File: src/rtl/llsd_pkg.sv
`timescale 1ns / 1ps
// ----------------------------------------------------------------------------
// llsd_pkg
// Shared types and constants for the least-loaded storage dispatcher.
// ----------------------------------------------------------------------------
package llsd_pkg;

  // Fixed field widths of the channels
  localparam int FUNC_BITS      = 1;
  localparam int UNIT_BITS      = 3;
  localparam int SECTOR_BITS    = 32;
  localparam int VALUE_BITS     = 16;
  localparam int LOAD_BITS      = 21;
  localparam int WEIGHT_BITS    = 4;
  localparam int CFG_INDEX_BITS = 2;

  localparam logic [LOAD_BITS-1:0] LOAD_MAX = '1;

  // Item function codes
  localparam logic [FUNC_BITS-1:0] FUNC_ASSIGN = 1'b0;
  localparam logic [FUNC_BITS-1:0] FUNC_SET    = 1'b1;

  // Register indexes
  localparam logic [CFG_INDEX_BITS-1:0] REG_JOB_WEIGHT      = 2'd0;
  localparam logic [CFG_INDEX_BITS-1:0] REG_RESPONSE_WEIGHT = 2'd1;

  localparam logic [WEIGHT_BITS-1:0] JOB_WEIGHT_RST      = 4'd2;
  localparam logic [WEIGHT_BITS-1:0] RESPONSE_WEIGHT_RST = 4'd1;

  typedef enum logic [1:0] {
    S_IDLE,
    S_SCAN,
    S_FINISH
  } state_t;

  // Sequencer to unit store
  typedef struct packed {
    logic rd_en;
    logic jobs_we;
    logic resp_we;
  } store_ctl_t;

endpackage

File: src/rtl/least_loaded_storage_dispatch.sv
`timescale 1ns / 1ps
// ----------------------------------------------------------------------------
// least_loaded_storage_dispatch
// Weighted least-loaded job dispatcher over a fixed set of storage units.
// ----------------------------------------------------------------------------
// An assign word scans the units one per cycle through a single multiply-add
// unit (load = job_weight * jobs + response_weight * responses) and a running
// minimum; ties go to the lowest index. The scan is pipelined behind the
// counter memory's registered read. The input is stalled through the scan and
// finish of an assign word and through the finish of a set word. The result
// sits in an output register, so the next word is taken while it waits; a new
// result is only produced once that register drains. The user writes weights
// on the cfg port while the block is idle; the block does not enforce this.
// cfg_ready is always high. After reset no unit is connected and no clearing
// pass is needed.
// ----------------------------------------------------------------------------
module least_loaded_storage_dispatch import llsd_pkg::*; #(
  parameter int NUM_UNITS  = 8,
  parameter int COUNT_BITS = 16
) (
  input  logic                      clk,
  input  logic                      rst_n,
  input  logic                      in_valid,
  output logic                      in_stall,
  input  logic [FUNC_BITS-1:0]      in_func,
  input  logic [UNIT_BITS-1:0]      in_unit_index,
  input  logic [SECTOR_BITS-1:0]    in_job_sector,
  input  logic [VALUE_BITS-1:0]     in_jobs_value,
  input  logic [VALUE_BITS-1:0]     in_responses_value,
  input  logic                      in_connected_value,
  output logic                      out_valid,
  input  logic                      out_stall,
  output logic                      out_found,
  output logic [UNIT_BITS-1:0]      out_chosen_unit,
  output logic [LOAD_BITS-1:0]      out_chosen_load,
  output logic [SECTOR_BITS-1:0]    out_assigned_sector,
  input  logic                      cfg_valid,
  output logic                      cfg_ready,
  input  logic [CFG_INDEX_BITS-1:0] cfg_index,
  input  logic [WEIGHT_BITS-1:0]    cfg_data
);

  localparam int UW = (NUM_UNITS > 1) ? $clog2(NUM_UNITS) : 1;
  localparam int LW = COUNT_BITS + 5;

  logic [WEIGHT_BITS-1:0] job_weight_r;
  logic [WEIGHT_BITS-1:0] response_weight_r;
  store_ctl_t             st_ctl;
  logic [UW-1:0]          st_addr;
  logic [COUNT_BITS-1:0]  st_jobs;
  logic [COUNT_BITS-1:0]  st_resp;
  logic                   st_conn;
  logic [COUNT_BITS-1:0]  rd_jobs;
  logic [COUNT_BITS-1:0]  rd_resp;
  logic                   rd_conn;
  logic                   rd_v;
  logic [UW-1:0]          rd_idx;
  logic                   ld_v;
  logic [UW-1:0]          ld_idx;
  logic [LW-1:0]          ld_load;
  logic [COUNT_BITS-1:0]  ld_jobs;

  assign cfg_ready = 1'b1;

  always_ff @(posedge clk) begin
    if (!rst_n) begin
      job_weight_r      <= JOB_WEIGHT_RST;
      response_weight_r <= RESPONSE_WEIGHT_RST;
    end else if (cfg_valid) begin
      case (cfg_index)
        REG_JOB_WEIGHT:      job_weight_r      <= cfg_data;
        REG_RESPONSE_WEIGHT: response_weight_r <= cfg_data;
        default: begin
        end
      endcase
    end
  end

  llsd_seq #(
    .NUM_UNITS  (NUM_UNITS),
    .COUNT_BITS (COUNT_BITS)
  ) u_seq (
    .clk                 (clk),
    .rst_n               (rst_n),
    .in_valid            (in_valid),
    .in_stall            (in_stall),
    .in_func             (in_func),
    .in_unit_index       (in_unit_index),
    .in_job_sector       (in_job_sector),
    .in_jobs_value       (in_jobs_value),
    .in_responses_value  (in_responses_value),
    .in_connected_value  (in_connected_value),
    .st_ctl              (st_ctl),
    .st_addr             (st_addr),
    .st_jobs             (st_jobs),
    .st_resp             (st_resp),
    .st_conn             (st_conn),
    .rd_v                (rd_v),
    .rd_idx              (rd_idx),
    .ld_v                (ld_v),
    .ld_idx              (ld_idx),
    .ld_load             (ld_load),
    .ld_jobs             (ld_jobs),
    .out_valid           (out_valid),
    .out_stall           (out_stall),
    .out_found           (out_found),
    .out_chosen_unit     (out_chosen_unit),
    .out_chosen_load     (out_chosen_load),
    .out_assigned_sector (out_assigned_sector)
  );

  llsd_store #(
    .NUM_UNITS  (NUM_UNITS),
    .COUNT_BITS (COUNT_BITS)
  ) u_store (
    .clk     (clk),
    .rst_n   (rst_n),
    .ctl     (st_ctl),
    .addr    (st_addr),
    .wr_jobs (st_jobs),
    .wr_resp (st_resp),
    .wr_conn (st_conn),
    .rd_jobs (rd_jobs),
    .rd_resp (rd_resp),
    .rd_conn (rd_conn)
  );

  llsd_load_unit #(
    .NUM_UNITS  (NUM_UNITS),
    .COUNT_BITS (COUNT_BITS)
  ) u_load (
    .clk             (clk),
    .rst_n           (rst_n),
    .job_weight      (job_weight_r),
    .response_weight (response_weight_r),
    .in_v            (rd_v),
    .in_idx          (rd_idx),
    .jobs            (rd_jobs),
    .resp            (rd_resp),
    .conn            (rd_conn),
    .ld_v            (ld_v),
    .ld_idx          (ld_idx),
    .ld_load         (ld_load),
    .ld_jobs         (ld_jobs)
  );

endmodule

File: src/rtl/llsd_store.sv
`timescale 1ns / 1ps
// ----------------------------------------------------------------------------
// llsd_store
// Per-unit job and response counters in memory, connected flags in flops.
// ----------------------------------------------------------------------------
module llsd_store import llsd_pkg::*; #(
  parameter int NUM_UNITS  = 8,
  parameter int COUNT_BITS = 16,
  localparam int UW = (NUM_UNITS > 1) ? $clog2(NUM_UNITS) : 1
) (
  input  logic                  clk,
  input  logic                  rst_n,
  input  store_ctl_t            ctl,
  input  logic [UW-1:0]         addr,
  input  logic [COUNT_BITS-1:0] wr_jobs,
  input  logic [COUNT_BITS-1:0] wr_resp,
  input  logic                  wr_conn,
  output logic [COUNT_BITS-1:0] rd_jobs,
  output logic [COUNT_BITS-1:0] rd_resp,
  output logic                  rd_conn
);

  logic [COUNT_BITS-1:0] jobs_mem [NUM_UNITS];
  logic [COUNT_BITS-1:0] resp_mem [NUM_UNITS];
  logic [NUM_UNITS-1:0]  conn_r;
  logic [COUNT_BITS-1:0] rd_jobs_r;
  logic [COUNT_BITS-1:0] rd_resp_r;
  logic                  rd_conn_r;

  // Counters only matter once a set word has marked the unit connected
  always_ff @(posedge clk) begin
    if (ctl.jobs_we) begin
      jobs_mem[addr] <= wr_jobs;
    end
    if (ctl.resp_we) begin
      resp_mem[addr] <= wr_resp;
    end
    if (ctl.rd_en) begin
      rd_jobs_r <= jobs_mem[addr];
      rd_resp_r <= resp_mem[addr];
    end
  end

  always_ff @(posedge clk) begin
    if (!rst_n) begin
      conn_r    <= '0;
      rd_conn_r <= 1'b0;
    end else begin
      if (ctl.resp_we) begin
        conn_r[addr] <= wr_conn;
      end
      if (ctl.rd_en) begin
        rd_conn_r <= conn_r[addr];
      end
    end
  end

  assign rd_jobs = rd_jobs_r;
  assign rd_resp = rd_resp_r;
  assign rd_conn = rd_conn_r;

endmodule

File: src/rtl/llsd_load_unit.sv
`timescale 1ns / 1ps
// ----------------------------------------------------------------------------
// llsd_load_unit
// Shared weighted-load multiply-add; one unit per cycle, registered result.
// ----------------------------------------------------------------------------
module llsd_load_unit import llsd_pkg::*; #(
  parameter int NUM_UNITS  = 8,
  parameter int COUNT_BITS = 16,
  localparam int UW = (NUM_UNITS > 1) ? $clog2(NUM_UNITS) : 1,
  localparam int LW = COUNT_BITS + 5
) (
  input  logic                   clk,
  input  logic                   rst_n,
  input  logic [WEIGHT_BITS-1:0] job_weight,
  input  logic [WEIGHT_BITS-1:0] response_weight,
  input  logic                   in_v,
  input  logic [UW-1:0]          in_idx,
  input  logic [COUNT_BITS-1:0]  jobs,
  input  logic [COUNT_BITS-1:0]  resp,
  input  logic                   conn,
  output logic                   ld_v,
  output logic [UW-1:0]          ld_idx,
  output logic [LW-1:0]          ld_load,
  output logic [COUNT_BITS-1:0]  ld_jobs
);

  localparam int PW = COUNT_BITS + 4;

  logic [PW-1:0]         prod_jobs;
  logic [PW-1:0]         prod_resp;
  logic [LW-1:0]         load;
  logic                  ld_v_r;
  logic [UW-1:0]         ld_idx_r;
  logic [LW-1:0]         ld_load_r;
  logic [COUNT_BITS-1:0] ld_jobs_r;

  assign prod_jobs = PW'(job_weight) * PW'(jobs);
  assign prod_resp = PW'(response_weight) * PW'(resp);
  assign load      = LW'(prod_jobs) + LW'(prod_resp);

  always_ff @(posedge clk) begin
    if (!rst_n) begin
      ld_v_r <= 1'b0;
    end else begin
      // drop units that are not connected
      ld_v_r <= in_v & conn;
    end
  end

  always_ff @(posedge clk) begin
    ld_idx_r  <= in_idx;
    ld_load_r <= load;
    ld_jobs_r <= jobs;
  end

  assign ld_v    = ld_v_r;
  assign ld_idx  = ld_idx_r;
  assign ld_load = ld_load_r;
  assign ld_jobs = ld_jobs_r;

endmodule

File: src/rtl/llsd_seq.sv
`timescale 1ns / 1ps
// ----------------------------------------------------------------------------
// llsd_seq
// Sequencer: accepts words, scans the units, tracks the minimum, emits result.
// ----------------------------------------------------------------------------
module llsd_seq import llsd_pkg::*; #(
  parameter int NUM_UNITS  = 8,
  parameter int COUNT_BITS = 16,
  localparam int UW = (NUM_UNITS > 1) ? $clog2(NUM_UNITS) : 1,
  localparam int CW = $clog2(NUM_UNITS + 2),
  localparam int LW = COUNT_BITS + 5
) (
  input  logic                   clk,
  input  logic                   rst_n,
  input  logic                   in_valid,
  output logic                   in_stall,
  input  logic [FUNC_BITS-1:0]   in_func,
  input  logic [UNIT_BITS-1:0]   in_unit_index,
  input  logic [SECTOR_BITS-1:0] in_job_sector,
  input  logic [VALUE_BITS-1:0]  in_jobs_value,
  input  logic [VALUE_BITS-1:0]  in_responses_value,
  input  logic                   in_connected_value,
  output store_ctl_t             st_ctl,
  output logic [UW-1:0]          st_addr,
  output logic [COUNT_BITS-1:0]  st_jobs,
  output logic [COUNT_BITS-1:0]  st_resp,
  output logic                   st_conn,
  output logic                   rd_v,
  output logic [UW-1:0]          rd_idx,
  input  logic                   ld_v,
  input  logic [UW-1:0]          ld_idx,
  input  logic [LW-1:0]          ld_load,
  input  logic [COUNT_BITS-1:0]  ld_jobs,
  output logic                   out_valid,
  input  logic                   out_stall,
  output logic                   out_found,
  output logic [UNIT_BITS-1:0]   out_chosen_unit,
  output logic [LOAD_BITS-1:0]   out_chosen_load,
  output logic [SECTOR_BITS-1:0] out_assigned_sector
);

  localparam int SW = (LW > LOAD_BITS) ? LW : LOAD_BITS;

  state_t                 state_r, state_nxt;
  logic [CW-1:0]          cnt_r, cnt_nxt;
  logic                   is_set_r, is_set_nxt;
  logic [SECTOR_BITS-1:0] sector_r, sector_nxt;
  logic                   rd_v_r;
  logic [UW-1:0]          rd_idx_r;
  logic                   have_r;
  logic [UW-1:0]          best_idx_r;
  logic [LW-1:0]          best_load_r;
  logic [COUNT_BITS-1:0]  best_jobs_r;
  logic                   better;
  logic                   set_ok;
  logic                   can_load;
  logic                   out_load;
  logic                   found;
  logic [LOAD_BITS-1:0]   sat_load;
  logic [COUNT_BITS-1:0]  inc_jobs;
  logic                   out_valid_r;
  logic                   out_found_r;
  logic [UNIT_BITS-1:0]   out_unit_r;
  logic [LOAD_BITS-1:0]   out_load_r;
  logic [SECTOR_BITS-1:0] out_sector_r;

  assign set_ok   = 32'(in_unit_index) < 32'(NUM_UNITS);
  assign can_load = !out_valid_r || !out_stall;
  assign better   = ld_v && (!have_r || (ld_load < best_load_r));
  assign found    = have_r && !is_set_r;
  assign inc_jobs = (&best_jobs_r) ? best_jobs_r : best_jobs_r + COUNT_BITS'(1);
  assign sat_load = (SW'(best_load_r) > SW'(LOAD_MAX)) ? LOAD_MAX
                                                       : LOAD_BITS'(best_load_r);

  always_ff @(posedge clk) begin
    if (!rst_n) begin
      state_r <= S_IDLE;
    end else begin
      state_r <= state_nxt;
    end
  end

  always_comb begin
    state_nxt  = state_r;
    cnt_nxt    = cnt_r;
    is_set_nxt = is_set_r;
    sector_nxt = sector_r;
    st_ctl     = '0;
    st_addr    = cnt_r[UW-1:0];
    st_jobs    = COUNT_BITS'(in_jobs_value);
    st_resp    = COUNT_BITS'(in_responses_value);
    st_conn    = in_connected_value;
    in_stall   = 1'b1;
    out_load   = 1'b0;
    case (state_r)
      S_IDLE: begin
        in_stall = 1'b0;
        st_addr  = UW'(in_unit_index);
        if (in_valid) begin
          sector_nxt = in_job_sector;
          cnt_nxt    = '0;
          if (in_func == FUNC_SET) begin
            // counters are written right at accept
            is_set_nxt     = 1'b1;
            st_ctl.jobs_we = set_ok;
            st_ctl.resp_we = set_ok;
            state_nxt      = S_FINISH;
          end else begin
            is_set_nxt = 1'b0;
            state_nxt  = S_SCAN;
          end
        end
      end
      S_SCAN: begin
        st_ctl.rd_en = cnt_r < CW'(NUM_UNITS);
        cnt_nxt      = cnt_r + CW'(1);
        // last compare waits for the last read to pass the store and load registers
        if (cnt_r == CW'(NUM_UNITS + 1)) begin
          state_nxt = S_FINISH;
        end
      end
      S_FINISH: begin
        st_addr = best_idx_r;
        st_jobs = inc_jobs;
        if (can_load) begin
          out_load       = 1'b1;
          st_ctl.jobs_we = found;
          state_nxt      = S_IDLE;
        end
      end
      default: begin
        state_nxt = S_IDLE;
      end
    endcase
  end

  always_ff @(posedge clk) begin
    if (!rst_n) begin
      cnt_r       <= '0;
      is_set_r    <= 1'b0;
      rd_v_r      <= 1'b0;
      have_r      <= 1'b0;
      out_valid_r <= 1'b0;
    end else begin
      cnt_r    <= cnt_nxt;
      is_set_r <= is_set_nxt;
      rd_v_r   <= st_ctl.rd_en;
      if (state_r == S_IDLE) begin
        have_r <= 1'b0;
      end else if (better) begin
        have_r <= 1'b1;
      end
      if (out_load) begin
        out_valid_r <= 1'b1;
      end else if (!out_stall) begin
        out_valid_r <= 1'b0;
      end
    end
  end

  always_ff @(posedge clk) begin
    sector_r <= sector_nxt;
    rd_idx_r <= st_addr;
    if (better) begin
      best_idx_r  <= ld_idx;
      best_load_r <= ld_load;
      best_jobs_r <= ld_jobs;
    end
    if (out_load) begin
      out_found_r  <= found;
      out_unit_r   <= found ? UNIT_BITS'(best_idx_r) : '0;
      out_load_r   <= found ? sat_load : '0;
      out_sector_r <= is_set_r ? '0 : sector_r;
    end
  end

  assign rd_v                = rd_v_r;
  assign rd_idx              = rd_idx_r;
  assign out_valid           = out_valid_r;
  assign out_found           = out_found_r;
  assign out_chosen_unit     = out_unit_r;
  assign out_chosen_load     = out_load_r;
  assign out_assigned_sector = out_sector_r;

`ifndef NO_ASSERTIONS
  a_result_from_finish: assert property (@(posedge clk) disable iff (!rst_n)
    out_load |-> (state_r == S_FINISH))
    else $error("result loaded outside finish");

  a_inc_only_when_found: assert property (@(posedge clk) disable iff (!rst_n)
    (state_r == S_FINISH && st_ctl.jobs_we) |-> (have_r && !is_set_r))
    else $error("job count bumped without a chosen unit");

  a_read_only_in_scan: assert property (@(posedge clk) disable iff (!rst_n)
    st_ctl.rd_en |-> (state_r == S_SCAN && !st_ctl.jobs_we && !st_ctl.resp_we))
    else $error("store read outside scan or with a write");

  a_no_compare_when_idle: assert property (@(posedge clk) disable iff (!rst_n)
    (state_r == S_IDLE) |-> !ld_v)
    else $error("load result arrived while idle");
`endif

endmodule
File: config.mk
export PLATFORM = sky130hd
export DESIGN_NAME = least_loaded_storage_dispatch
export DESIGN_NICKNAME = d
export VERILOG_FILES = /design/src/rtl/llsd_pkg.sv /design/src/rtl/least_loaded_storage_dispatch.sv /design/src/rtl/llsd_store.sv /design/src/rtl/llsd_load_unit.sv /design/src/rtl/llsd_seq.sv
export SDC_FILE = /design/constraint.sdc
export NUM_CORES = 1
export LEC_CHECK = 0
export BUFFER_PORTS_ARGS = -buffer_cell sky130_fd_sc_hd__buf_4
export CAP_MARGIN = 25
export CORE_MARGIN = 5
export CORE_UTILIZATION = 61
export DETAILED_ROUTE_END_ITERATION = 8
export MAX_ROUTING_LAYER = met4
export PLACE_DENSITY = 0.8
export SETUP_SLACK_MARGIN = 0.4
export SLEW_MARGIN = 20
export SYNTH_ARGS = -nofsm -noshare
export SYNTH_HDL_FRONTEND = slang
export SYNTH_SLANG_ARGS = --single-unit
File: constraint.sdc
create_clock -name clk -period 7.3 [get_ports clk]
set_input_delay 0.365 -clock clk [delete_from_list [all_inputs] [get_ports clk]]
set_output_delay 0.365 -clock clk [all_outputs]
set_load 0.005 [all_outputs]
==> qor.txt <==
OUTCOME
-------------------------------------------------------------------------------------------
Result of the run                                                              finished clean

PLACED DESIGN
-------------------------------------------------------------------------------------------
Final HPWL DP                                                                       33.8 mm
Final RePlAce weighted congestion                                                     0.935
Number of placed instances, taps included                                              2201
Buffers on Ports                                                                        138

PWR
-------------------------------------------------------------------------------------------
Clk pwr share                                                                         35.7%
Max rail drop VDD                                                                  0.282 mV
Power share of the combinational group                                                14.8%
Power per Cell Area                                                             258 nW/um^2
Power, Total                                                                        6580 uW
Switch Pwr                                                                          1680 uW
Cell-internal power                                                                 4910 uW
Sw Share                                                                              25.5%
Sequential power share                                                                49.4%
Total leakage power                                                              0.00988 uW

DRT
-------------------------------------------------------------------------------------------
ANT nets after route                                                                      0
Via Count                                                                             13780
Routed vias/inst                                                                       5.93
Routed WL                                                                           51.4 mm
Count of unresolved DRC violations after routing                                          0
First-pass DRT Iterations                                                                 5
Number of design-rule violations left by the first detailed-router iteration           1346
Wire length per cell after detailed routing                                         22.1 um

CLOCKING
-------------------------------------------------------------------------------------------
Number of buffers created by CTS                                                         47
Clk sinks                                                                               488
Clock-pin transition on the worst setup and hold timing paths                       0.06 ns
CTS tree                                                                                yes
Largest buffer count on any clock path                                                    3
Level count of the clock H-tree                                                           2
Latest clock arrival within the worst-skew pair                                     0.57 ns
Clk Tree Root Cell                                                                clkbuf_16

TIMING
-------------------------------------------------------------------------------------------
Maximum clock frequency                                                           0.196 GHz
Number of endpoints failing setup at the final stage                                      0
Post-layout min period                                                              5.10 ns
Setup repair after global routing missed its margin                                   false
Worst slew margin relative to its limit                                               25.7%
Slew Limit Fails                                                                          0
Pin slew with the least headroom to its limit                                       1.11 ns
Final setup skew                                                                  0.0325 ns
Final worst path period share                                                         69.9%
Final hold violation count                                                                0
Setup TNS                                                                              0 ns

GLOBAL ROUTE
-------------------------------------------------------------------------------------------
Initial antenna violation count                                                           0
Number of global-route vias before repair                                             14084
Global-route usage over all layers                                                    26.7%
Total gr overflow                                                                         0
Global-route wire length before repair                                              79.5 mm
Pin count of the biggest net entering global routing                                     59

CRITICAL PATH
-------------------------------------------------------------------------------------------
Launching element type of the critical path                                       flip-flop
Most frequent cell on the critical path                                                fa_1
R2R setup slack                                                                     2.20 ns
Worst path top cell family by delay                                             adder cells
Worst-path fanout max                                                                    17
Arrival @ worst endpoint                                                            5.57 ns
Type of element capturing the critical path                                       flip-flop
Crit path buffers/inverters                                                               3
Cells traversed along the worst timing path                                    nand2_1 -> fa_1 -> fa_1 -> inv_1 -> fa_1 -> inv_1 -> fa_1 -> inv_1 -> ha_1 -> a21o_1 -> nand4_1 -> a21boi_0 -> a31oi_1 -> o21ai_0 -> xor2_1
End of the worst register-to-register path                                     u_load.ld_load[19]$_DFF_P_
Required @ worst endpoint                                                           7.77 ns
Delay of the slowest critical-path stage                                            0.63 ns
Start of the worst register-to-register path                                   response_weight_r[3]$_SDFFE_PN0P_
Cell with the biggest individual delay on the critical path                         dfxtp_1
Type of the worst setup path                                                   flip-flop to flip-flop
Worst R2R Path Depth                                                                     15

FLOORPLAN
-------------------------------------------------------------------------------------------
Y dimension of the die                                                               200 um
Std cell rows                                                                            69
Chip width                                                                           200 um
Die ar.                                                                         40000 sq um
Top-Level Pins                                                                          140
Starting utilization of the core area                                                 61.9%
Core area                                                                       35600 sq um

LOGIC SYNTHESIS
-------------------------------------------------------------------------------------------
Post-Synthesis Cells                                                                   1631
Area of the mapped netlist                                                      22000 sq um
Yosys warning total                                                                       0
Sequential fraction of the synthesis area                                             63.3%
Mean instance size in the synthesized netlist                                    13.5 sq um
Number of synthesized flops with an enable pin                                          417
Predominant post-synthesis flop cell                                               edfxtp_1
Proportion of synthesized flip-flops having asynchronous set or reset                    0%
Distinct cells, synth                                                                    54
Post-synthesis sequential element count                                                 488
Syn nets                                                                               1857

CELLS AND AREA
-------------------------------------------------------------------------------------------
# fillers                                                                              2251
Post-Route Utilization                                                                71.8%
Sequential cell area                                                            13900 sq um
Layout overhead on the synthesized area                                               16.0%
Layout net count                                                                       2050
Fraction of final layout cells with drive strength greater than 1                     14.8%
Number of cells in the finished layout apart from fillers                              2323
Total area of multi-input combinational cells                                    7420 sq um
ANT cells                                                                                 0

MIN PATH
-------------------------------------------------------------------------------------------
Cell count of the worst hold path                                                         1
Endpoint of the worst hold-timing path                                         u_store.resp_mem[5][13]$_DFFE_PP_
Worst Min Path Start                                                           in_responses_value[13]
HP Class                                                                       input port to flip-flop

JOB
-------------------------------------------------------------------------------------------
Max-cap viol count                                                                        0

==> layer usage <==
| layer | up-vias | GRT usage (%) | part of all wire, % |
|---|---|---|---|
| li1 | 6137 | - | - |
| met2 | 711 | 43.9 | 49 |
| met3 | 123 | 4.53 | 8.8 |
| met5 | - | - | 0 |
| met1 | 6809 | 34.9 | 39 |
| met4 | 0 | 7.65 | 2.8 |
==> state kept, by name, summed over array words and instances, names as in the netlist, 2 cells and up <==
signal                     count
job_weight_r                   4
response_weight_r              4
u_load.ld_idx                  3
u_load.ld_jobs                16
u_load.ld_load                21
u_seq.best_idx_r               3
u_seq.best_jobs_r             16
u_seq.best_load_r             21
u_seq.cnt_r                    4
u_seq.out_assigned_sector     32
u_seq.out_chosen_load         21
u_seq.out_chosen_unit          3
u_seq.rd_idx                   3
u_seq.sector_r                32
u_seq.state_r                  2
u_store.conn_r                 8
u_store.jobs_mem             128
u_store.rd_jobs               16
u_store.rd_resp               16
u_store.resp_mem             128
==> cells by family after synthesis <==
family | Yosys count | share of synthesized area [%]
fa+ha+maj | 146 | 11.4
flops | 488 | 63.3
other cells | 1 | 0.0170
mux | 48 | 3.07
simple gates | 497 | 11.1
compound gates | 237 | 6.69
buf+inv | 188 | 3.43
xor+xnor | 26 | 1.03
==> metrics by stage <==
stage / cell area [sq um] / hold WS [ns] / setup slack [ns]
2_1_floorplan: 22000 / 0.310 / 2.20
3_3_place_gp: 23600 / 0.312 / 2.51
3_5_place_dp: 23700 / 0.318 / 2.30
4_1_cts: 25500 / 0.0137 / 2.27
5_1_grt: 25500 / 0.0261 / 1.89
6_report: 25500 / 0.0287 / 2.20
==> power by group through the flow <==
stage               Clock (uW)  Combinational (uW)  Sequential, uW
CTS                       2380                 971            3250
global placement             0                 902            3300
finish                    2350                 976            3260
detailed placement           0                 945            3310
floorplan                    0                 669            3280
global route              2510                1100            3270
==> worst max-delay path by stage <==
stage	from	depth (start not counted)	endpoint
finish	response_weight_r[3]$_SDFFE_PN0P_	15	u_load.ld_load[19]$_DFF_P_
global route	response_weight_r[3]$_SDFFE_PN0P_	15	u_load.ld_load[19]$_DFF_P_
CTS	response_weight_r[3]$_SDFFE_PN0P_	15	u_load.ld_load[17]$_DFF_P_
detailed placement	response_weight_r[3]$_SDFFE_PN0P_	15	u_load.ld_load[17]$_DFF_P_
global placement	response_weight_r[3]$_SDFFE_PN0P_	15	u_load.ld_load[17]$_DFF_P_
floorplan	u_seq.state_r[0]$_SDFFE_PN0P_	8	u_store.jobs_mem[0][0]$_DFFE_PP_
==> cells in the final DEF (no fill, tap or decap), types with 30 or more instances in the layout <==
cell	synthesis	final
buf_4	5	160
a21oi_1	83	82
fa_1	90	90
dlygate4sd3_1	0	32
and2_1	120	120
ha_1	56	56
mux2i_1	30	30
clkbuf_16	0	48
nor2b_1	51	51
o21ai_0	42	42
inv_1	130	130
dfxtp_1	71	71
nand2_1	227	227
edfxtp_1	417	417
==> area by class of cell <==
type | instances | area share, %
well taps | 461 | 2.26
clock inverters | 28 | 0.911
multi-input cells | 955 | 29.1
clock buffers | 59 | 4.94
inverters | 133 | 1.96
repair buffers | 199 | 6.29
flip-flops and latches | 488 | 54.6
==> cell usage after synthesis, drive strengths merged, types with 2 or more instances <==
library cell    n  share of area [%]
a211oi         18               0.61
a21boi          4               0.14
a21o            9               0.31
a21oi          83                1.9
a221oi         10               0.40
a22o            4               0.16
a22oi          20               0.68
a31oi           7               0.20
and2          120                3.4
and3            9               0.26
and4            3               0.12
and4b           2              0.091
buf            30               0.74
clkbuf         25               0.43
dfxtp          71                6.5
edfxtp        417                 57
fa             90                8.2
ha             56                3.2
inv           133                2.3
mux2            3               0.17
mux2i          31                1.5
mux4           14                1.4
nand2         227                3.9
nand2b          6               0.17
nand3          18               0.41
nand4          10               0.28
nor2           34               0.59
nor2b          51                1.4
nor3           13               0.32
nor3b           2              0.068
o21a            8               0.27
o21ai          42               0.95
o21bai          4               0.14
o221ai          7               0.28
o22ai          15               0.43
xnor2          12               0.48
xor2           14               0.56
==> repair_timing <==
action / 4_1_cts / 5_1_grt
hold endpoints to repair: 32 / 0
resized for setup: 0 / 0
hold buffers: 32 / 0
setup buffers: 0 / 0
setup endpoints to repair: 0 / 0
No activity file was read; power rests on OpenSTA's default activity.
